$ cat config.mk
export PLATFORM = sky130hd
export DESIGN_NAME = bp2r_jobq
export DESIGN_NICKNAME = d
export VERILOG_FILES = /design/src/rtl/bp2r_pkg.sv /design/src/rtl/bp2r_jobq.sv
export SDC_FILE = /design/constraint.sdc
export NUM_CORES = 1
export LEC_CHECK = 0
export BUFFER_PORTS_ARGS = -buffer_cell sky130_fd_sc_hd__buf_2
export CAP_MARGIN = 20
export CORE_MARGIN = 1
export CORE_UTILIZATION = 42
export DETAILED_ROUTE_END_ITERATION = 8
export GPL_TIMING_DRIVEN = 0
export PLACE_DENSITY = 0.7
export SLEW_MARGIN = 20
export SYNTH_ARGS = -nofsm -noshare
export SYNTH_HDL_FRONTEND = slang
export SYNTH_SLANG_ARGS = --single-unit
$ cat constraint.sdc
create_clock -name clk -period 2.8 [get_ports clk]
set_input_delay 0.14 -clock clk [delete_from_list [all_inputs] [get_ports clk]]
set_output_delay 0.14 -clock clk [all_outputs]
set_load 0.05 [all_outputs]
$ cat src/rtl/bp2r_pkg.sv
// shared types, codes and constants for the bitmap pixel to rgb24 converter
// no dependencies
package bp2r_pkg;

  localparam int PAL_ENTRIES = 256;
  localparam int PAL_AW      = $clog2(PAL_ENTRIES);
  localparam int COL_W       = 16;
  localparam int JQ_DEPTH    = 4;
  localparam int OQ_DEPTH    = 4;
  localparam int REG_IDX_W   = 3;
  localparam int CFG_DW      = 32;

  localparam logic OP_PIXEL  = 1'b0;
  localparam logic OP_PAL_WR = 1'b1;

  typedef enum logic [2:0] {
    FMT_1BPP, FMT_4BPP, FMT_8BPP, FMT_16BPP, FMT_24BPP, FMT_32BPP, FMT_64BPP
  } fmt_t;

  typedef enum logic [REG_IDX_W-1:0] {
    REG_FORMAT, REG_WIDTH, REG_CUSTOM, REG_RED_MASK, REG_GREEN_MASK, REG_BLUE_MASK
  } reg_idx_t;

  localparam logic [31:0] MASK16_R = 32'h0000_7C00;
  localparam logic [31:0] MASK16_G = 32'h0000_03E0;
  localparam logic [31:0] MASK16_B = 32'h0000_001F;
  localparam logic [31:0] MASK32_R = 32'h00FF_0000;
  localparam logic [31:0] MASK32_G = 32'h0000_FF00;
  localparam logic [31:0] MASK32_B = 32'h0000_00FF;
  localparam logic [4:0]  TOP16_R  = 5'd14;
  localparam logic [4:0]  TOP16_G  = 5'd9;
  localparam logic [4:0]  TOP16_B  = 5'd4;
  localparam logic [4:0]  TOP32_R  = 5'd23;
  localparam logic [4:0]  TOP32_G  = 5'd15;
  localparam logic [4:0]  TOP32_B  = 5'd7;
  localparam logic [COL_W-1:0] WIDTH_RST = COL_W'(1);

  typedef struct packed {
    logic        operation;
    logic [63:0] source_word;
    logic [7:0]  palette_index;
    logic [7:0]  palette_red;
    logic [7:0]  palette_green;
    logic [7:0]  palette_blue;
  } in_t;

  typedef struct packed {
    logic [7:0] red;
    logic [7:0] green;
    logic [7:0] blue;
    logic       line_end;
    logic       last_of_run;
  } out_t;

  typedef struct packed {
    fmt_t             fmt;
    logic [COL_W-1:0] width;
    logic             custom;
    logic [31:0]      rmask;
    logic [31:0]      gmask;
    logic [31:0]      bmask;
    logic [4:0]       rtop;
    logic [4:0]       gtop;
    logic [4:0]       btop;
  } cfg_t;

  typedef enum logic [1:0] {JOB_PAL_WR, JOB_INDEX, JOB_MASKED, JOB_DIRECT} job_kind_t;
  typedef enum logic [1:0] {IDX_1BPP, IDX_4BPP, IDX_8BPP} idx_mode_t;

  typedef struct packed {
    job_kind_t   kind;
    idx_mode_t   idx_mode;
    logic        mset32;
    logic [2:0]  last_step;
    logic [7:0]  pal_idx;
    logic [23:0] rgb;
    logic [31:0] word;
  } job_t;

endpackage

$ cat src/rtl/bp2r_jobq.sv
// short job queue between the front end and the back end
// depends on bp2r_pkg
module bp2r_jobq (
  input  logic           clk,
  input  logic           rst_n,
  input  logic           push,
  input  bp2r_pkg::job_t wdata,
  input  logic           pop,
  output bp2r_pkg::job_t rdata,
  output logic           full,
  output logic           empty
);
  import bp2r_pkg::*;

  localparam int PW = $clog2(JQ_DEPTH);
  localparam int CW = $clog2(JQ_DEPTH + 1);

  job_t          mem_r [JQ_DEPTH];
  logic [PW-1:0] wr_ptr_r, rd_ptr_r;
  logic [CW-1:0] cnt_r;
  logic          do_push, do_pop;

  assign full    = cnt_r == CW'(JQ_DEPTH);
  assign empty   = cnt_r == '0;
  assign do_push = push && !full;
  assign do_pop  = pop && !empty;
  assign rdata   = mem_r[rd_ptr_r];

  always_ff @(posedge clk) begin
    if (!rst_n) begin
      wr_ptr_r <= '0;
      rd_ptr_r <= '0;
      cnt_r    <= '0;
    end else begin
      if (do_push) wr_ptr_r <= PW'((CW'(wr_ptr_r) + 1'b1) % CW'(JQ_DEPTH));
      if (do_pop)  rd_ptr_r <= PW'((CW'(rd_ptr_r) + 1'b1) % CW'(JQ_DEPTH));
      cnt_r <= cnt_r + CW'(do_push) - CW'(do_pop);
    end
  end

  always_ff @(posedge clk) begin
    if (do_push) mem_r[wr_ptr_r] <= wdata;
  end

endmodule

; ---- Yosys cells after proc, flatten, opt, wreduce, memory -nomap -nowiden
; Memories as Yosys holds them, arrays and structs flattened. A register that Yosys moved wholly into a read port is not among the register bits.
; Cells that the tools add are included.
[totals]
ff_bits = 7
ramBits = 288
in_bits = 76
mem_count = 1
[mem_list]
columns = name, depth, width, rd, rd_clocked_by_memory_dff, write_ports, line
row1 = mem_r, 4, 72, 1, 1, 1, bp2r_jobq.sv:18  ; job_t mem_r [JQ_DEPTH];
[op_classes]
add_sub_neg = 4
eq_ne = 1
mux = 4
n_reduce_logical = 5
[ops]
columns = cell, n
row1 = $add A2 B1 Y2 const B, 2
row2 = $mux W2, 2
row3 = $add A3 B1 Y3, 1
row4 = $eq A3 B3 Y1 const B, 1
row5 = $logic_not A3 Y1, 1
row6 = $sub A3 B1 Y3, 1
row7 = $logic_and A1 B1 Y1, 2
row8 = $logic_not A1 Y1, 2
row9 = $mux W1, 2

; ---- Depth between registers and ports, before layout
[logic_depth]
ltp_word = 5
depth_mapped = 11
mapped_depth_nobuf = 10

; ---- Worst setup path after synthesis
; OpenSTA, ideal clock, no wires.
[synth_timing]
path_kind = register -> register
startpoint = register cnt_r[2]
endpoint = memory mem_r[0][0] (netlist bit), enable pin
setup_ns = 0.438
arrival_ns = 2.566
required_ns = 2.362
slack_ns = -0.205
stages_incl_launch_ff = 5
cell_sequence = dfxtp_1 nor3b_2 nor2b_1 buf_2 and2_1
[synth_via]
elab_chain_cells = 5
[synth_lines]
columns = item, line
row1 = "start, declared", bp2r_jobq.sv:20  ; logic [CW-1:0] cnt_r;
row2 = "start signal, assigned", bp2r_jobq.sv:37  ; cnt_r <= cnt_r + CW'(do_push) - CW'(do_pop);
row3 = $eq A3 B3 Y1, bp2r_jobq.sv:23  ; assign full = cnt_r == CW'(JQ_DEPTH);
row4 = named net full, bp2r_jobq.sv:10  ; output logic full,
row5 = $logic_not A1 Y1, bp2r_jobq.sv:25  ; assign do_push = push && !full;
row6 = $logic_and A1 B1 Y1, bp2r_jobq.sv:25
row7 = $mux W1, bp2r_jobq.sv:42  ; if (do_push) mem_r[wr_ptr_r] <= wdata;
row8 = $mux W1 (implied by the code), bp2r_jobq.sv:42
row9 = "end, declared", bp2r_jobq.sv:18
; The timed path passes the listed nets, and every way through them passes these cells.

==> results by group <==
Timing
  • Hold Slack: 0.1267 ns
  • Setup TNS Final: 0 ns
  • Worst setup margin: 0.3156 ns
  • Pins Over Slew Limit: 0
  • Final Setup Violations: 0
  • Final Hold Fails: 0
  • RSZ-0062 raised after global routing: false
  • Crit share post-route: 0.8873
  • Fin crit period: 2.484 ns
  • Relative slew slack: 0.5587
  • Worst-Margin Slew: ~0.66 ns
  • Worst Skew: 0.008101 ns
  • Max frequency: between 400 and 500 MHz

Critical path
  • R2R Path Start: cnt_r[2]$_SDFF_PN0_
  • Arr. time, crit path: 2.34 ns
  • Critical Path RT: 2.66 ns
  • Crit-path cells: clkbuf_1 -> buf_2 -> mux4_2 -> buf_2
  • Setup crit start kind: flop
  • Kind of critical path: flop to output pin
  • Most used cell, CP: buf_2
  • Slowest stage delay, CP: 0.50 ns
  • Crit end category: output pin
  • Critical path's slowest cell: clkbuf_1
  • Worst-path maximum fanout: 10

CTS
  • Clock Latency Late Sink: 0.54 ns
  • H-tree Lvls: 1
  • Clock slew seen by the registers of the worst setup and hold paths: 0.06 ns
  • Setup repair bufs after CTS: 0
  • Clock Path Buffers: 3
  • Clock sink count: 297
  • CTS Buf Count: 30
  • CTS tree: done
  • Post_cts resized: 0
  • Clk root buf: clkbuf_16

Global routing
  • Grt total ovfl: 0
  • GRT Total Usage: 0.1527
  • First-pass GRT wire length: 31010 um
  • Largest net degree at the start of global routing: 39
  • Initial antenna violation count: 0
  • Vias in the first global route: 5747

Placement
  • Placement Cell Area: approximately 12000 um^2
  • Pre-CTS setup slack: ~0.46 ns
  • Dpl hpwl: 11930 um
  • GPL Wtd Cong: 0.7003
  • Port-buffer cells: 148

Routing
  • DR vias/cell: 5.000
  • Final wirelength: 20110 um
  • Vias: between 5000 and 6000
  • DR pass1 iterations: 4
  • Drt drc: 0
  • Final ANT Viol Nets: 0
  • Wire length per cell: 19.35 um
  • Initial DRC count: 289

Cells and area
  • Most common cell after layout, fill and taps aside: edfxtp_1
  • Commonest non-fill, non-tap cells in the layout: 288 x edfxtp_1, 156 x buf_2, 74 x dlygate4sd3_1
  • Antenna Cells: 0
  • Final Net Count: around 770
  • Area growth, synth to finish: 27.36%
  • Fraction of layout cells with a size suffix above 1: 0.4161
  • Cell area after layout: about 14000 um^2
  • Layout filler cell count: 1916

Logic synthesis
  • Synth Cell Area: 10950 um^2
  • Top cell type's share of synthesized area: 0.7896
  • Synth warnings: 0
  • Synth area leaders: edfxtp_1 79%, mux4_2 14%, dfxtp_1 1.6%
  • Yosys top cell by area: edfxtp_1
  • Yosys cell types: 23
  • Synthesized flop and latch total: 297
  • Synth Area per Inst: 25.65 um^2
  • Syn_nets: 510
  • Sequential fraction of the synthesis area: 0.8060
  • Cells after Synth: ~430

Hold path
  • Hold Startpoint: push
  • Min-delay worst type: input port to flop

Run
  • Max Cap Viol: 0

Floorplan
  • Ports: 150
  • Die ar.: 26730 um^2
  • Die span in y: 163.5 um
  • Die X: ~160 um
  • Row count: 58
  • Core Area: approximately 25000 um^2
  • Initial Utilization: 0.4312

Power
  • Pwr/cell area: 963.3 nW/um^2
  • Peak supply drop: 0.6461 mV
  • Leak: 4.772 nW
  • Total power: 13.44 mW

Run status
  • Outcome: complete, no violations
-- final cells by class --
type,instances,area [um^2],share of cell area
Tap cell,330,412.9,0.02960
Multi-Input combinational cell,106,1913,0.1371
Clock buffer,37,808.3,0.05794
Clock inverter,19,188.9,0.01354
Timing Repair Buffer,226,1577,0.1130
Inverter,6,22.52,0.001614
Buffer,18,198.9,0.01426
Sequential cell,297,8828,0.6329
-- critical path: cells and delay by family, from the launching register on --
kind,cells,cell delay [ns]
multiplexers,1,0.37
buffers and inverters,3,1.12
flip-flops,1,0.30
-- routing by layer --
| metal | wire length (um) | part of all wire | vias up | global-route usage |
|---|---|---|---|---|
| li1 | - | - | 2332 | - |
| met1 | 8372 | 0.42 | 2675 | 0.1941 |
| met2 | 10270 | 0.51 | 154 | 0.2671 |
| met3 | 1044 | 0.052 | 34 | 0.03047 |
| met4 | 418 | 0.021 | 0 | 0.03956 |
| met5 | 0 | 0 | - | 0 |
-- final timing paths --
check,cells past startpoint,slack (ns),to
worst max-delay path,4,0.32,rdata[23]
worst min-delay path,4,0.13,wr_ptr_r[1]$_SDFFE_PN0P_
worst max register to register,11,0.47,cnt_r[2]$_SDFF_PN0_
worst min register to register,2,0.50,rd_ptr_r[0]$_SDFFE_PN0P_
-- Yosys cell counts (all sizes together) --
master     n
and2       7
mux4      72
dfxtp      9
o21ai      3
buf       16
inv        6
clkbuf     2
nor3       1
fa         1
edfxtp   288
nand4bb    1
nor3b      1
or3        1
nand2      6
ha         6
a21boi     1
xnor2      2
nor2b      2
mux2i      2
-- report_power, final --
part | leakage, nW | switching (mW) | internal [mW]
sequential | 2.71 | 0.114 | 5.39
clock | 0.489 | 1.61 | 2.33
combinational | 1.57 | 2.65 | 1.34
-- flip-flops by register name, indices dropped and copies added, names as in the netlist, named ones only --
register  flops
cnt_r         3
mem_r       288
rd_ptr_r      2
wr_ptr_r      2
-- timing repair --
item	CTS	global route
endpoints found under the setup margin	0	0
hold buffers	74	0
endpoints found under the hold margin	291	0
-- logic make-up (layout without fill, tap and decap cells) --
| kind of cell | count (synthesis) | count (layout) | share of synthesized area |
|---|---|---|---|
| fa+ha+maj | 7 | 7 | 0.008682 |
| flops | 297 | 297 | 0.8060 |
| compound gates | 4 | 4 | 0.002056 |
| simple gates | 19 | 19 | 0.01085 |
| mux | 74 | 74 | 0.1506 |
| buf+inv | 24 | 306 | 0.02022 |
| xor+xnor | 2 | 2 | 0.001600 |
-- metrics by stage --
step	util	cells
final	0.5492	1039
after global routing	0.5492	1039
after CTS	0.5492	1039
after detailed placement	0.4808	909
after global placement	0.4768	905
after floorplan	-	427
Power figures use the tool's default switching activity.
