--- src/rtl/bp2r_pkg.sv ---
// shared types, codes and constants for the bitmap pixel to rgb24 converter
// no dependencies
package bp2r_pkg;

  localparam int PAL_ENTRIES = 256;
  localparam int PAL_AW      = $clog2(PAL_ENTRIES);
  localparam int COL_W       = 16;
  localparam int JQ_DEPTH    = 4;
  localparam int OQ_DEPTH    = 4;
  localparam int REG_IDX_W   = 3;
  localparam int CFG_DW      = 32;

  localparam logic OP_PIXEL  = 1'b0;
  localparam logic OP_PAL_WR = 1'b1;

  typedef enum logic [2:0] {
    FMT_1BPP, FMT_4BPP, FMT_8BPP, FMT_16BPP, FMT_24BPP, FMT_32BPP, FMT_64BPP
  } fmt_t;

  typedef enum logic [REG_IDX_W-1:0] {
    REG_FORMAT, REG_WIDTH, REG_CUSTOM, REG_RED_MASK, REG_GREEN_MASK, REG_BLUE_MASK
  } reg_idx_t;

  localparam logic [31:0] MASK16_R = 32'h0000_7C00;
  localparam logic [31:0] MASK16_G = 32'h0000_03E0;
  localparam logic [31:0] MASK16_B = 32'h0000_001F;
  localparam logic [31:0] MASK32_R = 32'h00FF_0000;
  localparam logic [31:0] MASK32_G = 32'h0000_FF00;
  localparam logic [31:0] MASK32_B = 32'h0000_00FF;
  localparam logic [4:0]  TOP16_R  = 5'd14;
  localparam logic [4:0]  TOP16_G  = 5'd9;
  localparam logic [4:0]  TOP16_B  = 5'd4;
  localparam logic [4:0]  TOP32_R  = 5'd23;
  localparam logic [4:0]  TOP32_G  = 5'd15;
  localparam logic [4:0]  TOP32_B  = 5'd7;
  localparam logic [COL_W-1:0] WIDTH_RST = COL_W'(1);

  typedef struct packed {
    logic        operation;
    logic [63:0] source_word;
    logic [7:0]  palette_index;
    logic [7:0]  palette_red;
    logic [7:0]  palette_green;
    logic [7:0]  palette_blue;
  } in_t;

  typedef struct packed {
    logic [7:0] red;
    logic [7:0] green;
    logic [7:0] blue;
    logic       line_end;
    logic       last_of_run;
  } out_t;

  typedef struct packed {
    fmt_t             fmt;
    logic [COL_W-1:0] width;
    logic             custom;
    logic [31:0]      rmask;
    logic [31:0]      gmask;
    logic [31:0]      bmask;
    logic [4:0]       rtop;
    logic [4:0]       gtop;
    logic [4:0]       btop;
  } cfg_t;

  typedef enum logic [1:0] {JOB_PAL_WR, JOB_INDEX, JOB_MASKED, JOB_DIRECT} job_kind_t;
  typedef enum logic [1:0] {IDX_1BPP, IDX_4BPP, IDX_8BPP} idx_mode_t;

  typedef struct packed {
    job_kind_t   kind;
    idx_mode_t   idx_mode;
    logic        mset32;
    logic [2:0]  last_step;
    logic [7:0]  pal_idx;
    logic [23:0] rgb;
    logic [31:0] word;
  } job_t;

endpackage

--- src/rtl/bp2r_front.sv ---
// front end: accepts requests and classifies them into back end jobs
// depends on bp2r_pkg
module bp2r_front (
  input  logic           in_push,
  input  bp2r_pkg::in_t  in_data,
  output logic           in_full,
  input  bp2r_pkg::cfg_t cfg,
  input  logic           jq_full,
  output logic           job_valid,
  output bp2r_pkg::job_t job
);
  import bp2r_pkg::*;

  logic        accept;
  logic        keep;
  logic [63:0] w;

  assign in_full = jq_full;
  assign accept  = in_push && !jq_full;
  assign w       = in_data.source_word;

  always_comb begin
    keep          = 1'b1;
    job.kind      = JOB_DIRECT;
    job.idx_mode  = IDX_8BPP;
    job.mset32    = 1'b0;
    job.last_step = 3'd0;
    job.pal_idx   = in_data.palette_index;
    job.rgb       = {w[23:16], w[15:8], w[7:0]};
    job.word      = w[31:0];
    if (in_data.operation == OP_PAL_WR) begin
      job.kind = JOB_PAL_WR;
      job.rgb  = {in_data.palette_red, in_data.palette_green, in_data.palette_blue};
    end else begin
      case (cfg.fmt)
        FMT_1BPP: begin
          job.kind      = JOB_INDEX;
          job.idx_mode  = IDX_1BPP;
          job.last_step = 3'd7;
        end
        FMT_4BPP: begin
          job.kind      = JOB_INDEX;
          job.idx_mode  = IDX_4BPP;
          job.last_step = 3'd1;
        end
        FMT_8BPP: begin
          job.kind = JOB_INDEX;
        end
        FMT_16BPP: begin
          job.kind = JOB_MASKED;
          job.word = {16'd0, w[15:0]};
        end
        FMT_24BPP: begin
          job.kind = JOB_DIRECT;
        end
        FMT_32BPP: begin
          job.kind   = JOB_MASKED;
          job.mset32 = 1'b1;
        end
        FMT_64BPP: begin
          job.kind = JOB_DIRECT;
          job.rgb  = {w[39:32], w[23:16], w[7:0]};
        end
        default: keep = 1'b0;
      endcase
    end
  end

  assign job_valid = accept && keep;

endmodule

--- config.mk ---
export PLATFORM = sky130hd
export DESIGN_NAME = bp2r_front
export DESIGN_NICKNAME = d
export VERILOG_FILES = /design/src/rtl/bp2r_pkg.sv /design/src/rtl/bp2r_front.sv
export SDC_FILE = /design/constraint.sdc
export NUM_CORES = 1
export LEC_CHECK = 0
export BUFFER_PORTS_ARGS = -buffer_cell sky130_fd_sc_hd__buf_2
export CAP_MARGIN = 20
export CORE_AREA = 4 4 115 117
export DETAILED_ROUTE_END_ITERATION = 6
export DIE_AREA = 0 0 119 121
export PLACE_DENSITY = 0.44
export SLEW_MARGIN = 20
export SYNTH_ARGS = -nofsm -noshare
export SYNTH_HDL_FRONTEND = slang
export SYNTH_SLANG_ARGS = --single-unit
--- constraint.sdc ---
create_clock -name vclk -period 1.1
set_input_delay 0.165 -clock vclk [all_inputs]
set_output_delay 0.165 -clock vclk [all_outputs]
set_load 0.02 [all_outputs]
## Word-level counts from Yosys, hierarchy flattened

Cells that the tools add are included.

- Mux-type cells: 12
- Reduce and logical (&&, ||, !) cells: 7
- Eq/ne operators: 6

Operator list:

| kind | number |
|---|---|
| $mux W32 | 2 |
| $mux W24 | 2 |
| $eq A3 B3 Y1 const B | 3 |
| $pmux W2 S2 | 2 |
| $reduce_or A7 Y1 | 1 |
| $eq A3 B2 Y1 const B | 2 |
| $mux W6 | 1 |
| $pmux W3 S2 | 1 |
| $eq A3 B1 Y1 const B | 1 |
| $logic_not A3 Y1 | 1 |
| $mux W1 | 3 |
| $reduce_or A3 Y1 | 1 |
| $logic_and A1 B1 Y1 | 2 |
| $mux W2 | 1 |
| $reduce_or A2 Y1 | 1 |
| $logic_not A1 Y1 | 1 |

- Flip-flop bits (word level): 0
- Input port bits: 230
- Word-level logic and storage cells: 25
- Output and inout bits: 74

## Longest topological paths before layout

Gate-level depths: netlist of the first run.

- Depth after elaboration: 5
- Gate-level depth with buffers: 5
- Depth with buffers taken out: 3

## Worst setup path before layout of the first run

OpenSTA, ideal clock, no wires.

- Path type: input to output
- From: input in_data[96] in the netlist's numbering
- To: output job[66] in the netlist's numbering
- Arrival: 1387 ps
- Path buffers: 2
- Cell stages on the path: 4
- Required time: 935 ps
- Slack: -452 ps
- Path through: buf_2 > or3_1 > nor2_1 > buf_4

RTL lines:

| item | line | RTL |
|---|---|---|
| start, declared | bp2r_front.sv:5 | `input bp2r_pkg::in_t in_data,` |
| end, declared | bp2r_front.sv:10 | `output bp2r_pkg::job_t job` |

==> results of run 1 <==
## final cells by class
type / count / area share (%)
Inverter: 3 / 0.545
Multi-Input combinational cell: 100 / 37.3
Tap cell: 172 / 10.4
Timing Repair Buffer: 153 / 51.8
## report_power, final
| group | internal, mW | switching [mW] |
|---|---|---|
| Combinational | 0.444 | 0.510 |
| Clock | 0 | 0 |
| Sequential | 0 | 0 |
## stage by stage
step	hold slack [ps]	area (sq um)	power (mW)	setup TNS, ps	std cells
4_1_cts	330	1910	0.903	-4180	421
2_1_floorplan	362	990	0.538	-148	138
5_1_grt	330	2060	1.02	-5130	428
3_3_place_gp	330	1740	0.818	-6380	420
6_report	330	2060	0.954	-3330	428
3_5_place_dp	330	1740	0.822	-6800	420
## critical path, cell delays in order
cell and delay, ps:
sky130_fd_sc_hd__buf_6 90, sky130_fd_sc_hd__and3b_2 310, sky130_fd_sc_hd__clkbuf_16 200, sky130_fd_sc_hd__a21oi_2 60, sky130_fd_sc_hd__a21oi_2 110, sky130_fd_sc_hd__buf_4 150
## repair_timing
action                                  CTS  global route
gates cloned                              1             3
pin swaps                                17             4
gates resized for setup                  46             9
setup buffers                             0             4
hold buffers                              0             0
endpoints found under the setup margin   46            39
## layer usage
layer  vias to the layer above  share of wire (%)  global-route usage (%)
met2                        92                 47                    10.1
met5                         -               0.13                       0
met3                         4                9.7                    1.59
li1                        670                  -                       -
met4                         2               0.26                   0.290
met1                       576                 43                    8.43
## logic make-up after synthesis
family,share of synthesized area [%]
AO/OA/AOI/OAI,27.2
buffers and inverters,28.0
XOR/XNOR,0.934
AND/OR/NAND/NOR,34.3
multiplexers,9.60
## worst min path at each step
stage,from,end,slack [ps],depth (start not counted)
4_1_cts,in_data[28],job[60],330,0
6_report,in_data[24],job[56],330,0
2_1_floorplan,cfg[128],job[65],360,1
5_1_grt,in_data[29],job[61],330,0
3_5_place_dp,in_data[28],job[60],330,0
3_3_place_gp,in_data[28],job[60],330,0
## Yosys cell counts, drive strengths merged
master and count:
nor3 1, buf 34, and2 1, nand3b 1, a21oi 34, o311a 1, or3 1, and3b 1
nor2b 32, nand2 17, inv 3, nor2 1, xor2 1, clkbuf 1, nor4b 1, mux2 8
==> summary.txt, run 1 <==
final core utilization: 16.7%
min setup slack post-route: -160 ps
count of mapped cells out of synthesis: 138
clock buf count: 0
dpl hpwl: 4280 microns
critical path type: input port to primary output
capture point of the worst path: job[44]
most used cells in the layout excluding fill and tap cells: sky130_fd_sc_hd__buf_2 (110), sky130_fd_sc_hd__nor2b_1 (32), sky130_fd_sc_hd__a21oi_2 (24), sky130_fd_sc_hd__buf_4 (24), sky130_fd_sc_hd__nand2_1 (16)
IO buf count: 136
setup repair after global routing missed its margin: true
average wire length per cell after detail routing: 12.4 microns
number of rows in the core area: 41
type of destination of the critical path: primary output
static leakage power: 1.00 nW
1st-iter DRT viols: 20
Worst-Margin Slew: 208 ps
number of setup violations in the final report: 35
number of violations of the max-capacitance limit: 0
footprint of the flip-flops and latches: 0 sq um
commonest non-fill, non-tap cell in the layout: sky130_fd_sc_hd__buf_2
Synth top area share: 21.6%
Worst Path Max Fanout: 8
mean number of vias per cell: 3.14
Post-Synthesis Net Count: 368
vertical die dimension: 121 microns
maximum vdd ir drop: 0.137 mV
crit share post-route: 115%
share of synthesized area occupied by flip-flops and latches: 0%
classification of the worst-slack hold path: input port to primary output
Pre-antenna DRT Iters: 2
number of antenna-violating nets in the routed design: 0
main area contributors after synthesis: sky130_fd_sc_hd__buf_4 (22%), sky130_fd_sc_hd__nor2b_1 (21%), sky130_fd_sc_hd__a21oi_2 (19%), sky130_fd_sc_hd__mux2_2 (9.6%), sky130_fd_sc_hd__a21oi_1 (7.5%)
number of flip-flops and latches: 0
effective utilization at floorplan: 7.59%
Std-Cell Core Area: 12400 sq um
share of final-layout standard cells stronger than drive strength 1: 77.3%
number of warnings issued by yosys: 0
worst slew margin relative to its limit: 86.1%
type of origin of the critical path: input port
combined area of the multi-input logic cells: 769 sq um
Total Routing Usage GR: 6.13%
largest net degree at the start of global routing: 23
number of pins with negative max-slew slack in the final report: 0
fillcell total: 1387
post-synth cell types: 19
Vias: 1344
launch point of the worst path: cfg[128]
initial antenna violation count: 1
WP data required: 940 ps
die boundary width: 119 microns
violations in the final reports: setup timing
number of global-route vias before repair: 1312
Netlist Area Pre-Place: 938 sq um
NumNets Final: 488
full die area: 14400 sq um
aggregate global routing overflow: 0
fmax: 793 MHz
number of antenna cells inserted: 0
DRC viols: 0
last weighted congestion value of the routability-driven placer: 0.717
Mean Syn Cell Area: 6.80 sq um
number of hold violations in the final report: 0
worst path arrival time: 1100 ps
Pwr per Cell Area: 462 nW/um^2
dominant cell type by area after synthesis: sky130_fd_sc_hd__buf_4
final worst path period need: 1260 ps
run status: finished with violations
count of pins on the block boundary: 304
area growth from synthesis to layout: 120%
worst slack, placed: -229 ps
global-route wire length before repair: 7000 microns
drt total wl: 5330 microns
Note: power is estimated with default switching activity, not from simulation.
==> run 2, diff against run 1 <==
--- a/config.mk
+++ b/config.mk
@@ -5,6 +5,7 @@
 export SDC_FILE = /design/constraint.sdc
 export NUM_CORES = 1
 export LEC_CHECK = 0
+export ABC_AREA = 1
 export BUFFER_PORTS_ARGS = -buffer_cell sky130_fd_sc_hd__buf_2
 export CAP_MARGIN = 20
 export CORE_AREA = 4 4 115 117
==> constraint.sdc (replaced) <==
create_clock -name vclk -period 1
set_input_delay 0.15 -clock vclk [all_inputs]
set_output_delay 0.15 -clock vclk [all_outputs]
set_load 0.02 [all_outputs]
==> summary.txt, run 2 <==
run status: finished with violations (unchanged)
violations in the final reports: setup timing (unchanged)
worst path arrival time: 1010 ps (was 1100 ps)
full die area: 14400 sq um (unchanged)
Std-Cell Core Area: 12400 sq um (unchanged)
cell types with the highest counts after synthesis: sky130_fd_sc_hd__nand2_1 (90), sky130_fd_sc_hd__inv_1 (37), sky130_fd_sc_hd__buf_4 (30) (was sky130_fd_sc_hd__nor2b_1 (32), sky130_fd_sc_hd__buf_4 (27), sky130_fd_sc_hd__a21oi_2 (20))
commonest non-fill, non-tap cell in the layout: sky130_fd_sc_hd__buf_2 (unchanged)
Pwr per Cell Area: 486 nW/um^2 (was 462 nW/um^2)
Netlist Area Pre-Place: 943 sq um (was 938 sq um)
number of global-route vias before repair: 1677 (was 1312)
classification of the worst-slack hold path: input port to primary output (unchanged)
last weighted congestion value of the routability-driven placer: 0.703 (was 0.717)
hold slack: 300 ps (was 330 ps)
global-route wire length before repair: 8200 microns (was 7000 microns)
1st-iter DRT viols: 31 (was 20)
number of warnings issued by yosys: 0 (unchanged)
fillcell total: 1399 (was 1387)
number of setup violations in the final report: 37 (was 35)
final instance area: 2570 sq um (was 2060 sq um)
WP data required: 850 ps (was 940 ps)
Total Routing Usage GR: 6.79% (was 6.13%)
area growth from synthesis to layout: 172% (was 120%)
number of violations of the max-capacitance limit: 0 (unchanged)
footprint of the flip-flops and latches: 0 sq um (unchanged)
Worst-Margin Slew: 245 ps (was 208 ps)
initial antenna violation count: 0 (was 1)
number of antenna-violating nets in the routed design: 0 (unchanged)
crit share post-route: 116%
placed instance area: 1790 sq um (was 1740 sq um)
vertical die dimension: 121 microns (unchanged)
min setup slack post-route: -159 ps (was -160 ps)
fmax: 863 MHz
number of antenna cells inserted: 0 (unchanged)
IO buf count: 136 (unchanged)
post-synth cell types: 14 (was 19)
share of final-layout standard cells stronger than drive strength 1: 72.4% (was 77.3%)
effective utilization at floorplan: 7.63% (was 7.59%)
count of mapped cells out of synthesis: 207 (was 138)
final worst path period need: 1160 ps
main area contributors after synthesis: sky130_fd_sc_hd__nand2_1 (36%), sky130_fd_sc_hd__buf_4 (24%), sky130_fd_sc_hd__inv_1 (15%), sky130_fd_sc_hd__nand3_1 (9.5%), sky130_fd_sc_hd__nor2_1 (7.6%) (was sky130_fd_sc_hd__buf_4 (22%), sky130_fd_sc_hd__nor2b_1 (21%), sky130_fd_sc_hd__a21oi_2 (19%), sky130_fd_sc_hd__mux2_2 (9.6%), sky130_fd_sc_hd__a21oi_1 (7.5%))
die boundary width: 119 microns (unchanged)
number of hold violations in the final report: 0 (unchanged)
most used cells in the layout excluding fill and tap cells: sky130_fd_sc_hd__buf_2 (93), sky130_fd_sc_hd__nand2_1 (51), sky130_fd_sc_hd__buf_6 (41) (was sky130_fd_sc_hd__buf_2 (110), sky130_fd_sc_hd__nor2b_1 (32), sky130_fd_sc_hd__a21oi_2 (24), sky130_fd_sc_hd__buf_4 (24), sky130_fd_sc_hd__nand2_1 (16))
number of flip-flops and latches: 0 (unchanged)
mean number of vias per cell: 3.28 (was 3.14)
Pre-antenna DRT Iters: 4 (was 2)
combined area of the multi-input logic cells: 935 sq um (was 769 sq um)
maximum vdd ir drop: 0.167 mV (was 0.137 mV)
worst slew margin relative to its limit: 83.6% (was 86.1%)
most common cell in the synthesized netlist: sky130_fd_sc_hd__nand2_1 (was sky130_fd_sc_hd__nor2b_1)
fin cells: 502 (was 428)
DRC viols: 0 (unchanged)
average wire length per cell after detail routing: 10.9 microns (was 12.4 microns)
count of pins on the block boundary: 304 (unchanged)
number of rows in the core area: 41 (unchanged)
number of cells in the design after placement: 496 (was 420)
CTS hold repair buffers: 0 (unchanged)
Post-Synthesis Net Count: 437 (was 368)
Worst Path Max Fanout: 8 (unchanged)
number of pins with negative max-slew slack in the final report: 0 (unchanged)
Synth top area share: 35.8% (was 21.6%)
setup repair after global routing missed its margin: true (unchanged)
drt total wl: 5460 microns (was 5330 microns)
type of destination of the critical path: primary output (unchanged)
clock buf count: 0 (unchanged)
static leakage power: 1.40 nW (was 1.00 nW)
PnR Total Power: 1.25 mW (was 0.954 mW)
aggregate global routing overflow: 0 (unchanged)
Mean Syn Cell Area: 4.56 sq um (was 6.80 sq um)
NumNets Final: 562 (was 488)
type of origin of the critical path: input port (unchanged)
critical path type: input port to primary output (unchanged)
largest net degree at the start of global routing: 18 (was 23)
share of synthesized area occupied by flip-flops and latches: 0% (unchanged)
dominant cell type by area after synthesis: sky130_fd_sc_hd__nand2_1 (was sky130_fd_sc_hd__buf_4)
dpl hpwl: 4020 microns (was 4280 microns)
Vias: 1645 (was 1344)
## run 2: cells by family after synthesis
family | share of synthesized area [%]
compound gates | 1.06
buf+inv | 40.8
simple gates | 58.1
## run 2: report_power, final
group	internal (mW)	total, mW	switching [mW]	leakage, nW
Combinational	0.586	1.25	0.663	1.40
Sequential	0	0	0	0
Clock	0	0	0	0
Total	0.586	1.25	0.663	1.40
## run 2: path summary, 6_finish.rpt
path | start | to | slack [ps] | depth (start not counted)
setup / recovery | cfg[130] | job[22] | -160 | 7
hold / removal | in_data[31] | job[63] | 300 | 0
## run 2: routing by layer
| metal | routed length [microns] | GRT usage, % | vias up |
|---|---|---|---|
| li1 | - | - | 828 |
| met1 | 2500 | 9.70 | 725 |
| met2 | 2480 | 11.4 | 92 |
| met3 | 477 | 1.17 | 0 |
| met4 | 0 | 0 | 0 |
| met5 | 0 | 0 | - |
## run 2: repair_timing
item,4_1_cts,5_1_grt
pin swaps,29,20
endpoints found under the hold margin,0,0
setup buffers,2,1
endpoints found under the setup margin,48,46
cloned,2,1
gates resized for setup,133,68
## run 2: final cells by class
| type | count | share of cell area (%) |
|---|---|---|
| inverter | 38 | 6.14 |
| multi-input combinational | 135 | 36.4 |
| tap | 172 | 8.38 |
| timing repair buffer | 157 | 49.1 |
## run 2: stage by stage
step                      setup slack (ps)  setup TNS, ps  utilization (%)
after detailed placement              -238          -6410             14.5
final                                 -159          -4480             20.8
after CTS                             -119          -3470             18.6
after global routing                  -207          -6460             20.8
after global placement                -250          -6880             14.5
after floorplan                      -97.4           -169                -
## run 2: worst max-delay path: stages
cell and delay [ps]:
sky130_fd_sc_hd__buf_8 110, sky130_fd_sc_hd__buf_6 120, sky130_fd_sc_hd__nor3_4 140, sky130_fd_sc_hd__buf_12 140, sky130_fd_sc_hd__buf_12 150, sky130_fd_sc_hd__nor2_2 50
sky130_fd_sc_hd__buf_6 130
