**config.mk**
```make
export PLATFORM = sky130hd
export DESIGN_NAME = bp2r_cfg
export DESIGN_NICKNAME = d
export VERILOG_FILES = /design/src/rtl/bp2r_pkg.sv /design/src/rtl/bp2r_cfg.sv
export SDC_FILE = /design/constraint.sdc
export NUM_CORES = 1
export LEC_CHECK = 0
export BUFFER_PORTS_ARGS = -buffer_cell sky130_fd_sc_hd__clkbuf_2
export CAP_MARGIN = 20
export CORE_AREA = 5 5 109 111
export CTS_CLUSTER_SIZE = 16
export DETAILED_ROUTE_END_ITERATION = 8
export DIE_AREA = 0 0 114 116
export GPL_ROUTABILITY_DRIVEN = 0
export PLACE_DENSITY = 0.79
export SKIP_CTS_REPAIR_TIMING = 1
export SLEW_MARGIN = 15
export SYNTH_ARGS = -nofsm -noshare
export SYNTH_HDL_FRONTEND = slang
export SYNTH_SLANG_ARGS = --single-unit
```
**constraint.sdc**
```tcl
create_clock -name clk -period 1.5 [get_ports clk]
set_input_delay 0.075 -clock clk [delete_from_list [all_inputs] [get_ports clk]]
set_output_delay 0.075 -clock clk [all_outputs]
set_load 0.005 [all_outputs]
```
**src/rtl/bp2r_pkg.sv**
```systemverilog
// shared types, codes and constants for the bitmap pixel to rgb24 converter
// no dependencies
package bp2r_pkg;

  localparam int PAL_ENTRIES = 256;
  localparam int PAL_AW      = $clog2(PAL_ENTRIES);
  localparam int COL_W       = 16;
  localparam int JQ_DEPTH    = 4;
  localparam int OQ_DEPTH    = 4;
  localparam int REG_IDX_W   = 3;
  localparam int CFG_DW      = 32;

  localparam logic OP_PIXEL  = 1'b0;
  localparam logic OP_PAL_WR = 1'b1;

  typedef enum logic [2:0] {
    FMT_1BPP, FMT_4BPP, FMT_8BPP, FMT_16BPP, FMT_24BPP, FMT_32BPP, FMT_64BPP
  } fmt_t;

  typedef enum logic [REG_IDX_W-1:0] {
    REG_FORMAT, REG_WIDTH, REG_CUSTOM, REG_RED_MASK, REG_GREEN_MASK, REG_BLUE_MASK
  } reg_idx_t;

  localparam logic [31:0] MASK16_R = 32'h0000_7C00;
  localparam logic [31:0] MASK16_G = 32'h0000_03E0;
  localparam logic [31:0] MASK16_B = 32'h0000_001F;
  localparam logic [31:0] MASK32_R = 32'h00FF_0000;
  localparam logic [31:0] MASK32_G = 32'h0000_FF00;
  localparam logic [31:0] MASK32_B = 32'h0000_00FF;
  localparam logic [4:0]  TOP16_R  = 5'd14;
  localparam logic [4:0]  TOP16_G  = 5'd9;
  localparam logic [4:0]  TOP16_B  = 5'd4;
  localparam logic [4:0]  TOP32_R  = 5'd23;
  localparam logic [4:0]  TOP32_G  = 5'd15;
  localparam logic [4:0]  TOP32_B  = 5'd7;
  localparam logic [COL_W-1:0] WIDTH_RST = COL_W'(1);

  typedef struct packed {
    logic        operation;
    logic [63:0] source_word;
    logic [7:0]  palette_index;
    logic [7:0]  palette_red;
    logic [7:0]  palette_green;
    logic [7:0]  palette_blue;
  } in_t;

  typedef struct packed {
    logic [7:0] red;
    logic [7:0] green;
    logic [7:0] blue;
    logic       line_end;
    logic       last_of_run;
  } out_t;

  typedef struct packed {
    fmt_t             fmt;
    logic [COL_W-1:0] width;
    logic             custom;
    logic [31:0]      rmask;
    logic [31:0]      gmask;
    logic [31:0]      bmask;
    logic [4:0]       rtop;
    logic [4:0]       gtop;
    logic [4:0]       btop;
  } cfg_t;

  typedef enum logic [1:0] {JOB_PAL_WR, JOB_INDEX, JOB_MASKED, JOB_DIRECT} job_kind_t;
  typedef enum logic [1:0] {IDX_1BPP, IDX_4BPP, IDX_8BPP} idx_mode_t;

  typedef struct packed {
    job_kind_t   kind;
    idx_mode_t   idx_mode;
    logic        mset32;
    logic [2:0]  last_step;
    logic [7:0]  pal_idx;
    logic [23:0] rgb;
    logic [31:0] word;
  } job_t;

endpackage

```
**src/rtl/bp2r_cfg.sv**
```systemverilog
// configuration registers with precomputed top bit position of each mask
// depends on bp2r_pkg
module bp2r_cfg (
  input  logic                             clk,
  input  logic                             rst_n,
  input  logic                             cfg_wr_en,
  input  logic [bp2r_pkg::REG_IDX_W-1:0]   cfg_index,
  input  logic [bp2r_pkg::CFG_DW-1:0]      cfg_wr_data,
  output bp2r_pkg::cfg_t                   cfg
);
  import bp2r_pkg::*;

  fmt_t             fmt_r;
  logic [COL_W-1:0] width_r;
  logic             custom_r;
  logic [31:0]      rmask_r, gmask_r, bmask_r;
  logic [4:0]       rtop_r, gtop_r, btop_r;
  logic [4:0]       wr_top;

  function automatic logic [4:0] top_bit(input logic [31:0] m);
    logic [4:0] t;
    t = 5'd0;
    for (int i = 0; i < 32; i++) begin
      if (m[i]) t = 5'(i);
    end
    return t;
  endfunction

  assign wr_top = top_bit(cfg_wr_data[31:0]);

  always_ff @(posedge clk) begin
    if (!rst_n) begin
      fmt_r    <= FMT_8BPP;
      width_r  <= WIDTH_RST;
      custom_r <= 1'b0;
      rmask_r  <= MASK16_R;
      gmask_r  <= MASK16_G;
      bmask_r  <= MASK16_B;
      rtop_r   <= TOP16_R;
      gtop_r   <= TOP16_G;
      btop_r   <= TOP16_B;
    end else if (cfg_wr_en) begin
      case (reg_idx_t'(cfg_index))
        REG_FORMAT:     fmt_r    <= fmt_t'(cfg_wr_data[2:0]);
        REG_WIDTH:      width_r  <= cfg_wr_data[COL_W-1:0];
        REG_CUSTOM:     custom_r <= cfg_wr_data[0];
        REG_RED_MASK: begin
          rmask_r <= cfg_wr_data[31:0];
          rtop_r  <= wr_top;
        end
        REG_GREEN_MASK: begin
          gmask_r <= cfg_wr_data[31:0];
          gtop_r  <= wr_top;
        end
        REG_BLUE_MASK: begin
          bmask_r <= cfg_wr_data[31:0];
          btop_r  <= wr_top;
        end
        default: ;
      endcase
    end
  end

  always_comb begin
    cfg.fmt    = fmt_r;
    cfg.width  = width_r;
    cfg.custom = custom_r;
    cfg.rmask  = rmask_r;
    cfg.gmask  = gmask_r;
    cfg.bmask  = bmask_r;
    cfg.rtop   = rtop_r;
    cfg.gtop   = gtop_r;
    cfg.btop   = btop_r;
  end

endmodule

```
# Word-level counts from Yosys, hierarchy flattened

Index checks and enable logic that the tools add are counted.

Register bits: 131
Input bits: 38
Output and inout port bits: 131
Word-level logic and storage cells: 52

Equal/unequal tests: 5
Mux-type cells: 31
Reduce and logical (&&, ||, !) cells: 7

Operator list:

| operator                                                         | number |
|---|---|
| 5-bit two-way mux                                                | 30 |
| 2-bit AND reduction                                              | 6 |
| 3-bit by 2-bit == test with 1-bit output (second input constant) | 2 |
| 3-bit == test (second input constant)                            | 2 |
| 3-bit by 1-bit == test with 1-bit output (second input constant) | 1 |
| 3-bit logical NOT                                                | 1 |
| 1-bit two-way mux                                                | 1 |

# Depth between registers and ports, before layout

Gate-level depths: netlist of the first run.

Word-level depth: 31
Mapped depth: 7
Mapped depth without buffers: 5

# Least setup slack after synthesis of the first run

No wires, ideal clock.

Kind: input to register
From: input cfg_wr_data[9] (netlist bit)
To: register gtop_r[0]
Arrival: 1.083 ns
Data required time: 1.356 ns
Slack: 0.273 ns
Stages on the path: 4
Buffers on the path: 1
Cell sequence: clkbuf_1 > or4_1 > a31oi_1 > o211ai_1

Longest elaborated chain between the ends: 23

RTL lines:

| what                             | line           | text |
|---|---|---|
| start, declared                  | bp2r_cfg.sv:8  | `input logic [bp2r_pkg::CFG_DW-1:0] cfg_wr_data,` |
| 5-bit two-way mux (23 in series) | bp2r_cfg.sv:24 | `if (m[i]) t = 5'(i);` |
| end signal, assigned             | bp2r_cfg.sv:53 | `gtop_r <= wr_top;` |
| end, declared                    | bp2r_cfg.sv:17 | `logic [4:0] rtop_r, gtop_r, btop_r;` |

No other way between the ends.
A chain may end at the register's enable or synchronous reset.

# Final worst setup path of the first run

From: input cfg_wr_data[13] (netlist bit)
To: register gtop_r[0]

Longest elaborated chain between the ends: 19

RTL lines:

| what                             | line |
|---|---|
| 5-bit two-way mux (19 in series) | bp2r_cfg.sv:24 |

No other way between the ends.

==> metrics.txt, run 1 <==
outcome complete, but fails checks; failing checks negative hold slack, negative setup slack; Fin. Hold Viols 2; clock-pin transition on the worst setup and hold timing paths 60 ps; fin crit period ~1500 ps; mux share of post-synthesis cell area less than 1%; die span in x between 100 and 150 um; Core ar. ~11000 um2; Worst EP required 1890 ps; compound-cell area share of the yosys netlist 19.3%; Critical R2R Capture gtop_r[1]; CTS Sinks roughly 130; Lkg Pwr ~0.0032 uW; Distinct cells, synth 45; GR Util All Layers between 20% and 30%; Tightest Pin Transition 449 ps; via count ~5300; vias in the first global route ~5100; wire length of the first global-routing pass approximately 26000 um; Post-Place Worst Slack -16.4 ps; largest family of logic cells by synthesized area simple AND/OR/NAND/NOR gates; Power Dens Cells approximately 1200 nW/um2; Seq/Total Area, Yosys approximately half; commonest non-fill, non-tap cells in the layout nand2_1 (235), clkbuf_2 (167), dfxtp_1 (131); final core area utilization between 60% and 70%; Final Max Tran Viols 0; CTS buffer count 17; CP Class in2reg; most common cell after layout, fill and taps aside nand2_1; Synth area leader dfxtp_1; clk_skew 0 ps; Synth async-reset ratio 0%; critical path arrival about 1900 ps; post-synth top area share 50.2%; final setup violation count 1; worst r2r src gtop_r[1]; Most used DFF post-synth dfxtp_1; # diodes 0; DP HPWL 11800 um; Post-Syn Area between 5000 and 6000 um2; clock latency on the worst-skew pair roughly 520 ps; Worst VDD drop 0.647 mV; share of cells above drive strength 1 just under 30%; number of synthesis warnings 0; Mapped Nets 666; Hold WS -22.2 ps; Synth Area in Simple Gates ~25%; CTS Buffer Depth 2; pin count of the biggest net entering global routing 50; H-Tree Depth 4; Avg Vias per Cell ~5.4; Hold Crit Start cfg_wr_en; Avg Cell Area, Syn around 8.3 um2; final period utilization 102%; worst rel slew slack about 69%; first-pass iteration count of the detailed router 5; post-synthesis xor/xnor area fraction 0%; drt wl/cell ~17 um; flop2flop setup slack 840 ps; Post-synth EDFFs 0; drt drc 0; ANT nets after route 0; post-synthesis adder-cell area fraction 0%; leading post-synthesis cells by cell area dfxtp_1 (50%), nand2_1 (17%), a21boi_1 (12%); slack of the critical path -23.9 ps; CTS root buffer clkbuf_8; Layout Nets 882; I/O Buffers 168; Yosys reg bits about 130; Final Routed Wirelength 16700 um; initial antenna violation count 0; Hold Path Class in2reg; number of max-cap violations 0; full die area around 13000 um2; Initial Util roughly half; crit end category register; First DRT Iteration DRCs 333; total grt overflow 0; Setup crit start kind primary input; Fmax achieved around 660 MHz; Syn Inst Count approximately 630; num rows 38; Die Ht between 100 and 150 um; WHS Endpoint custom_r; CP Max Fanout 6; Hold Crit Depth 4; reg2reg path depth 2; CTS tree built; IO Pins 169; area added between synthesis and finish 41.4%
-- cell type report --
class                   count  area, um2
multi-input cells         449       2380
clock inverters            10        180
inverters                   3       11.3
well taps                 140        175
repair buffers            242       1560
fillers                   836       3310
clock buffers              20        455
flip-flops and latches    131       2620
-- cells by family (layout without fill, tap and decap cells) --
| kind of cell | Yosys count | after routing |
|---|---|---|
| AND/OR/NAND/NOR | 311 | 311 |
| flip-flops | 131 | 131 |
| buffers and inverters | 48 | 275 |
| AO/OA/AOI/OAI | 134 | 134 |
| multiplexers | 4 | 4 |
-- worst max-delay path, cell delays in order --
cell	delay (ps)
clkbuf_2	90
dlygate4sd3_1	570
buf_4	180
nor2b_1	130
o21bai_1	200
nand4_1	190
a31oi_1	340
o211ai_1	140
-- power breakdown --
group,internal (uW),switching (uW)
clock network,2970,1500
logic,330,389
registers,3570,48.3
-- how the worst max path moves through the flow --
stage | startpoint | endpoint | depth (start not counted)
final | cfg_wr_data[13] | gtop_r[0] | 8
after global routing | cfg_wr_data[13] | gtop_r[0] | 8
after CTS | gtop_r[4] | cfg[9] | 1
after detailed placement | cfg_wr_data[22] | btop_r[2] | 6
after global placement | cfg_wr_data[22] | btop_r[2] | 6
after floorplan | cfg_wr_data[9] | gtop_r[0] | 4
-- per-layer routing --
| metal | part of all wire, % | vias to the layer above | GRT usage [%] |
|---|---|---|---|
| li1 | - | 2521 | - |
| met1 | 41 | 2544 | 30.8 |
| met2 | 49 | 226 | 41.0 |
| met3 | 7.3 | 41 | 6.58 |
| met4 | 2.8 | 0 | 11.0 |
| met5 | 0 | - | 0 |
-- per-stage QoR --
step | TNS [ps] | hold WS [ps] | area [um2] | power [uW] | instances
2_1_floorplan | 0 | 199 | 5220 | 3970 | 628
3_3_place_gp | 0 | 372 | 6400 | 4310 | 930
3_5_place_dp | -31.1 | 381 | 6400 | 4330 | 930
4_1_cts | 0 | -192 | 7030 | 8780 | 960
5_1_grt | -24.2 | 4.79 | 7380 | 9070 | 995
6_report | -23.9 | -22.2 | 7380 | 8800 | 995
-- registers in the layout (all words and copies together), names as in the netlist --
register and flops:
gmask_r 32, custom_r 1, width_r 16, fmt_r 3
rmask_r 32, gtop_r 5, bmask_r 32, btop_r 5
rtop_r 5
-- Yosys cell counts (all sizes together), types with 5 or more instances --
library cell / instances
dfxtp: 131
o21ai: 9
nor2b: 6
nor2: 22
o211ai: 7
a21oi: 5
or4: 5
a21boi: 96
nor4: 6
nand3: 22
nand2: 235
buf: 22
clkbuf: 23
Note: power is estimated with default switching activity, not from simulation.
==> run 2: changes to the inputs <==
--- a/config.mk
+++ b/config.mk
@@ -13,6 +13,7 @@
 export DIE_AREA = 0 0 114 116
 export GPL_ROUTABILITY_DRIVEN = 0
 export PLACE_DENSITY = 0.79
+export REMOVE_ABC_BUFFERS = 1
 export SKIP_CTS_REPAIR_TIMING = 1
 export SLEW_MARGIN = 15
 export SYNTH_ARGS = -nofsm -noshare
==> run 2 against run 1 <==
Effect of this change:
- the flow finishes with violations (negative hold slack)
- critical path depth decreased by 1
- clock-buffer cell count decreased by 1
- die area unchanged
- clock power decreased by 2%
- clock skew unchanged
- sequential power about the same
- routed wire length about the same
- non-clock buffer count decreased by 4
- largest cell class unchanged
==> metrics.txt, run 2 (same netlist as run 1, synthesis figures left out) <==
outcome complete, but fails checks (unchanged); failing checks negative hold slack (was negative hold slack, negative setup slack); commonest non-fill, non-tap cells in the layout nand2_1 (235), clkbuf_2 (167), dfxtp_1 (131) (unchanged); Hold Crit Depth 4 (unchanged); critical path's largest stage delay 530 ps (was 570 ps); area added between synthesis and finish 40.6% (was 41.4%); final setup violation count 0 (was 1); GR Layer Usage met2 43.2% (was 41.0%); slowest CP cell dlygate4sd3_1 (unchanged); pin count of the biggest net entering global routing 56 (was 50); Hold WS -13.9 ps (was -22.2 ps); Comb power frac 8.1% (was 8.2%); CP Max Fanout 7 (was 6); slack of the critical path 44.9 ps (was -23.9 ps); Setup TNS 0 ps (was -23.9 ps); Layout Nets 878 (was 882); GR Layer Usage met3 6.84% (was 6.58%); worst rel slew slack 61.4% (was 69.3%); Fmax achieved 687 MHz (was 656 MHz); GR Util All Layers 24.9% (about the same); cell mode on critical path o21ai_1; Setup crit start kind primary input (unchanged); fin crit period 1460 ps (was 1520 ps); Post-Place Worst Slack 53.2 ps (was -16.4 ps); reg2reg path depth 2 (unchanged); clk_skew 0 ps (unchanged); share of cells above drive strength 1 29.3% (was 29.2%); CTS Sinks 131 (unchanged); CTS Buffer Depth 2 (unchanged); Most Crowded Layer GR met2 (unchanged); Initial Util 48.8% (unchanged); worst r2r src gmask_r[1] (was gtop_r[1]); ANT nets after route 0 (unchanged); Sequential Power Share 41.5% (was 41.1%); vias in the first global route 5074 (was 5107); clock-pin transition on the worst setup and hold timing paths 60 ps (about the same); drt drc 0 (unchanged); unrepaired setup endpoints after global routing false; CP Class in2reg (unchanged); critical path arrival 1840 ps (was 1910 ps); Core ar. 10700 um2 (unchanged); Net Switching 2040 uW (was 1930 uW); I/O Buffers 168 (unchanged); Final Routed Wirelength 16700 um (about the same); Power Dens Cells 1190 nW/um2 (about the same); total grt overflow 0 (unchanged); IO Pins 169 (unchanged); P_int 6670 uW (was 6870 uW); first-pass iteration count of the detailed router 5 (unchanged); switch share 23.4% (was 22.0%); Hold Path Class in2reg (unchanged); CTS tree built (unchanged); Critical R2R Capture gmask_r[1] (was gtop_r[1]); final period utilization 97.0% (was 102%); num rows 38 (unchanged); crit-path leading delay family buffers and inverters (unchanged); H-Tree Depth 4 (unchanged); initial antenna violation count 0 (unchanged); die span in x 114 um (unchanged); First DRT Iteration DRCs 350 (was 333); CP Cell Sequence dlygate4sd3_1 > clkbuf_2 > or4_1 > a211oi_2 > o21ai_1 > nor2_1 > o21ai_1 (was clkbuf_2 > dlygate4sd3_1 > buf_4 > nor2b_1 > o21bai_1 > nand4_1 > a31oi_1 > o211ai_1); CTS root buffer clkbuf_8 (unchanged); Avg Vias per Cell 5.38 (was 5.36); crit end category register (unchanged); # diodes 0 (unchanged); clock latency on the worst-skew pair 520 ps (about the same); via count 5345 (was 5332); Fin. Hold Viols 1 (was 2); wire length of the first global-routing pass 25900 um (was 25700 um); Final Max Tran Viols 0 (unchanged); Die Ht 116 um (unchanged); CTS buffer count 17 (unchanged); number of max-cap violations 0 (unchanged); Worst EP required 1890 ps (about the same); most common cell after layout, fill and taps aside nand2_1 (unchanged); GR Util met1 29.4% (was 30.8%); Tightest Pin Transition 578 ps (was 449 ps); largest registers bmask_r: 32 flops, gmask_r: 32 flops, rmask_r: 32 flops (unchanged); worst path bufs/invs 2 (was 3); WHS Endpoint custom_r (unchanged); drt wl/cell 16.8 um (about the same); Clk pwr share 50.4% (was 50.8%); full die area 13200 um2 (unchanged); Worst VDD drop 0.699 mV (was 0.647 mV); flop2flop setup slack 760 ps (was 840 ps); Hold Crit Start cfg_wr_en (unchanged); DP HPWL 11600 um (was 11800 um); Lkg Pwr 0.00318 uW (was 0.00320 uW); final core area utilization 68.6% (was 69.0%)
run 2: cell types whose count changed in the layout (fill, tap and decap cells not counted):
cell,before,now
inv_6,0,5
clkinv_2,3,0
buf_4,34,32
clkbuf_8,4,2
clkinv_4,0,2
dlygate4sd3_1,35,33
bufinv_16,5,4
clkbuf_1,0,1
or2_1,1,0
or2_2,0,1
run 2: worst max-delay path by stage:
| stage | start | to | slack [ps] | depth (start not counted) |
|---|---|---|---|---|
| 6_report | cfg_wr_data[4] | rtop_r[2] | 40 | 7 |
| 5_1_grt | cfg_wr_data[3] | gtop_r[0] | 3 | 7 |
| 4_1_cts | width_r[4] | cfg[116] | 400 | 1 |
| 3_5_place_dp | cfg_wr_data[7] | rtop_r[2] | 50 | 6 |
| 3_3_place_gp | cfg_wr_data[7] | btop_r[2] | 70 | 6 |
| 2_1_floorplan | cfg_index[2] | rtop_r[1] | -50 | 4 |
run 2: power groups by stage:
stage                     Clock, uW  Combinational, uW  Sequential [uW]
after floorplan                   0                219             3690
after global placement            0                610             3680
after detailed placement          0                627             3690
after CTS                      4430                634             3610
after global routing           4630                768             3620
final                          4390                705             3610
run 2: layout make-up:
class	instances	area (um2)
multi-input cells	449	2380
clock inverters	13	196
repair buffers	238	1530
clock buffers	19	432
flip-flops and latches	131	2620
inverters	3	11.3
fillers	829	3360
well taps	140	175
run 2: metrics by stage:
step | std cells | power [uW] | instance area, um2
6_report | 993 | 8710 | 7340
5_1_grt | 993 | 9020 | 7340
4_1_cts | 960 | 8680 | 7010
3_5_place_dp | 928 | 4310 | 6380
3_3_place_gp | 928 | 4290 | 6380
2_1_floorplan | 583 | 3900 | 5010
run 2: worst reg2reg max path: stages (launching register included):
cell and delay, ps:
dfxtp_1 380, nand2_1 90, a21boi_0 200
run 2: routing by layer:
metal | wire length [um] | part of all wire [%]
met1 | 6660 | 40
met2 | 8400 | 50
met3 | 1220 | 7.3
met4 | 424 | 2.5
met5 | 0 | 0
==> run 3: changes to the inputs <==
--- a/config.mk
+++ b/config.mk
@@ -7,12 +7,11 @@
 export LEC_CHECK = 0
 export BUFFER_PORTS_ARGS = -buffer_cell sky130_fd_sc_hd__clkbuf_2
 export CAP_MARGIN = 20
-export CORE_AREA = 5 5 109 111
+export CORE_AREA = 5 5 114 116
 export CTS_CLUSTER_SIZE = 16
 export DETAILED_ROUTE_END_ITERATION = 8
-export DIE_AREA = 0 0 114 116
-export GPL_ROUTABILITY_DRIVEN = 0
-export PLACE_DENSITY = 0.79
+export DIE_AREA = 0 0 119 121
+export PLACE_DENSITY = 0.71
 export REMOVE_ABC_BUFFERS = 1
 export SKIP_CTS_REPAIR_TIMING = 1
 export SLEW_MARGIN = 15
==> run 3 against run 2 <==
Effect of this change:
- the flow now finishes without violations
- sequential cell count did not move
- global-route usage fell by 2.7 points
- critical path depth fell by 1
- maximum frequency rose by 36%
- non-clock buffer count fell by 26
- core utilization fell by 8.7 points
- clock power fell by 8.9%
- sequential share of layout area rose by 1.4 points
- combinational power fell by 7.7%
- setup slack improved by 390 ps
- die area rose by 8.9%
- largest cell class unchanged
- largest power group unchanged
==> metrics.txt, run 3 (same netlist as run 1, synthesis figures left out) <==
outcome finished, final reports clean (was complete, but fails checks); CTS Sinks 131 (unchanged); unrepaired setup endpoints after global routing false (unchanged); Placed Instance Area 6420 um2 (was 6380 um2); critical path arrival 1320 ps (was 1840 ps); critical path launch point cfg_wr_data[2] (was cfg_wr_data[4]); Critical R2R Capture width_r[11] (was gmask_r[1]); Fin. Hold Viols 0 (was 1); first-pass iteration count of the detailed router 5 (unchanged); flop2flop setup slack 820 ps (was 760 ps); drt wl/cell 16.3 um (was 16.8 um); number of max-cap violations 0 (unchanged); Hold Path Class in2reg (unchanged); GR Layer Usage met3 5.59% (was 6.84%); clk_skew 0 ps (unchanged); Worst VDD drop 0.734 mV (was 0.699 mV); CTS tree built (unchanged); crit end category register (unchanged); initial antenna violation count 0 (unchanged); Die Ht 121 um (was 116 um); ANT nets after route 0 (unchanged); worst rel slew slack 67.0% (was 61.4%); Setup crit start kind primary input (unchanged); Avg Vias per Cell 5.13 (was 5.38); Final Routed Wirelength 15900 um (was 16700 um); Initial Util 44.2% (was 48.8%); full die area 14400 um2 (was 13200 um2); CP Class in2reg (unchanged); die span in x 119 um (was 114 um); vias in the first global route 4908 (was 5074); reg2reg path depth 2 (unchanged); Hold Crit Depth 3 (was 4); pin count of the biggest net entering global routing 134 (was 56); via count 4991 (was 5345); Core ar. 11800 um2 (was 10700 um2); CTS root buffer clkbuf_16 (was clkbuf_8); clock-pin transition on the worst setup and hold timing paths 50 ps (was 60 ps); largest registers bmask_r: 32 flops, gmask_r: 32 flops, rmask_r: 32 flops (unchanged); Layout Nets 852 (was 878); share of cells above drive strength 1 29.6% (was 29.3%); Power Dens Cells 1170 nW/um2 (was 1190 nW/um2); critical path capture point gtop_r[0] (was rtop_r[2]); Fmax achieved 937 MHz (was 687 MHz); wire length of the first global-routing pass 25500 um (was 25900 um); IO Pins 169 (unchanged); CTS buffer count 17 (unchanged); H-Tree Depth 4 (unchanged); Lkg Pwr 0.00307 uW (was 0.00318 uW); placed cells 934 (was 928); CP Max Fanout 3 (was 7); clock latency on the worst-skew pair 400 ps (was 520 ps); Cell Count, Final, Fillers Out 972 (was 993); Tightest Pin Transition 496 ps (was 578 ps); GR Util met1 27.0% (was 29.4%); final setup violation count 0 (unchanged); Setup TNS 0 ps (unchanged); DP HPWL 11500 um (was 11600 um); First DRT Iteration DRCs 259 (was 350); Most Crowded Layer GR met2 (unchanged); worst r2r src width_r[11] (was gmask_r[1]); num rows 40 (was 38); GP Congestion about 0.82; Worst EP required 1750 ps (was 1890 ps); CTS Buffer Depth 2 (unchanged); # diodes 0 (unchanged); most common cell after layout, fill and taps aside nand2_1 (unchanged); final period utilization 71.2% (was 97.0%); Hold WS 2.85 ps (was -13.9 ps); drt drc 0 (unchanged); GR Layer Usage met2 38.0% (was 43.2%); post-route cell area 7070 um2 (was 7340 um2); total grt overflow 0 (unchanged); area added between synthesis and finish 35.5% (was 40.6%); commonest non-fill, non-tap cells in the layout nand2_1 (235), clkbuf_2 (167), dfxtp_1 (131) (unchanged); fin crit period 1070 ps (was 1460 ps); I/O Buffers 168 (unchanged); Final Max Tran Viols 0 (unchanged); GR Util All Layers 22.1% (was 24.9%)
## run 3: cell types whose count changed in the layout (fill, tap and decap cells not counted)
cell / change
clkbuf_8: +2
inv_6: -5
dlygate4sd3_1: -25
clkinv_4: -2
buf_4: -4
buf_12: +3
bufinv_16: -2
clkinv_2: +3
clkbuf_16: +1
clkbuf_1: +3
clkinvlp_4: -2
## run 3: through the flow
step / power (uW) / setup slack [ps] / util [%]
final: 8270 / 432 / 59.9
after CTS: 8320 / 439 / 59.2
after floorplan: 3900 / -50.6 / -
after detailed placement: 4320 / 8.36 / 54.4
after global routing: 8560 / 277 / 59.9
after global placement: 4310 / 40.3 / 54.4
## run 3: worst min path at each step
stage,from,to
after floorplan,rst_n,fmt_r[1]
final,cfg_wr_data[5],width_r[5]
after global routing,cfg_wr_data[30],rmask_r[30]
after global placement,cfg_wr_data[25],bmask_r[25]
after detailed placement,cfg_wr_data[25],bmask_r[25]
after CTS,cfg_wr_data[25],bmask_r[25]
## run 3: cell type report
type                    instances  area, um2
well taps                     147        184
repair buffers                212       1310
multi-input cells             449       2380
clock buffers                  25        495
fillers                      1067       4740
flip-flops and latches        131       2620
inverters                       3       11.3
clock inverters                 5       75.1
## run 3: power by group
group	switching [uW]	internal, uW	total (uW)
logic	363	288	651
clock network	1400	2600	4000
registers	47.9	3570	3610
total	1810	6450	8270
## run 3: metal layers
metal | vias up | wire (um)
met1 | 2372 | 6880
met4 | 0 | 252
met3 | 18 | 897
met2 | 148 | 7850
met5 | - | 0
li1 | 2453 | -
## run 3: critical path, cell delays in order
cell and delay, ps:
clkbuf_2 90, nand2b_1 170, a221oi_1 100, or4_1 430
a31oi_1 310, o211ai_1 140
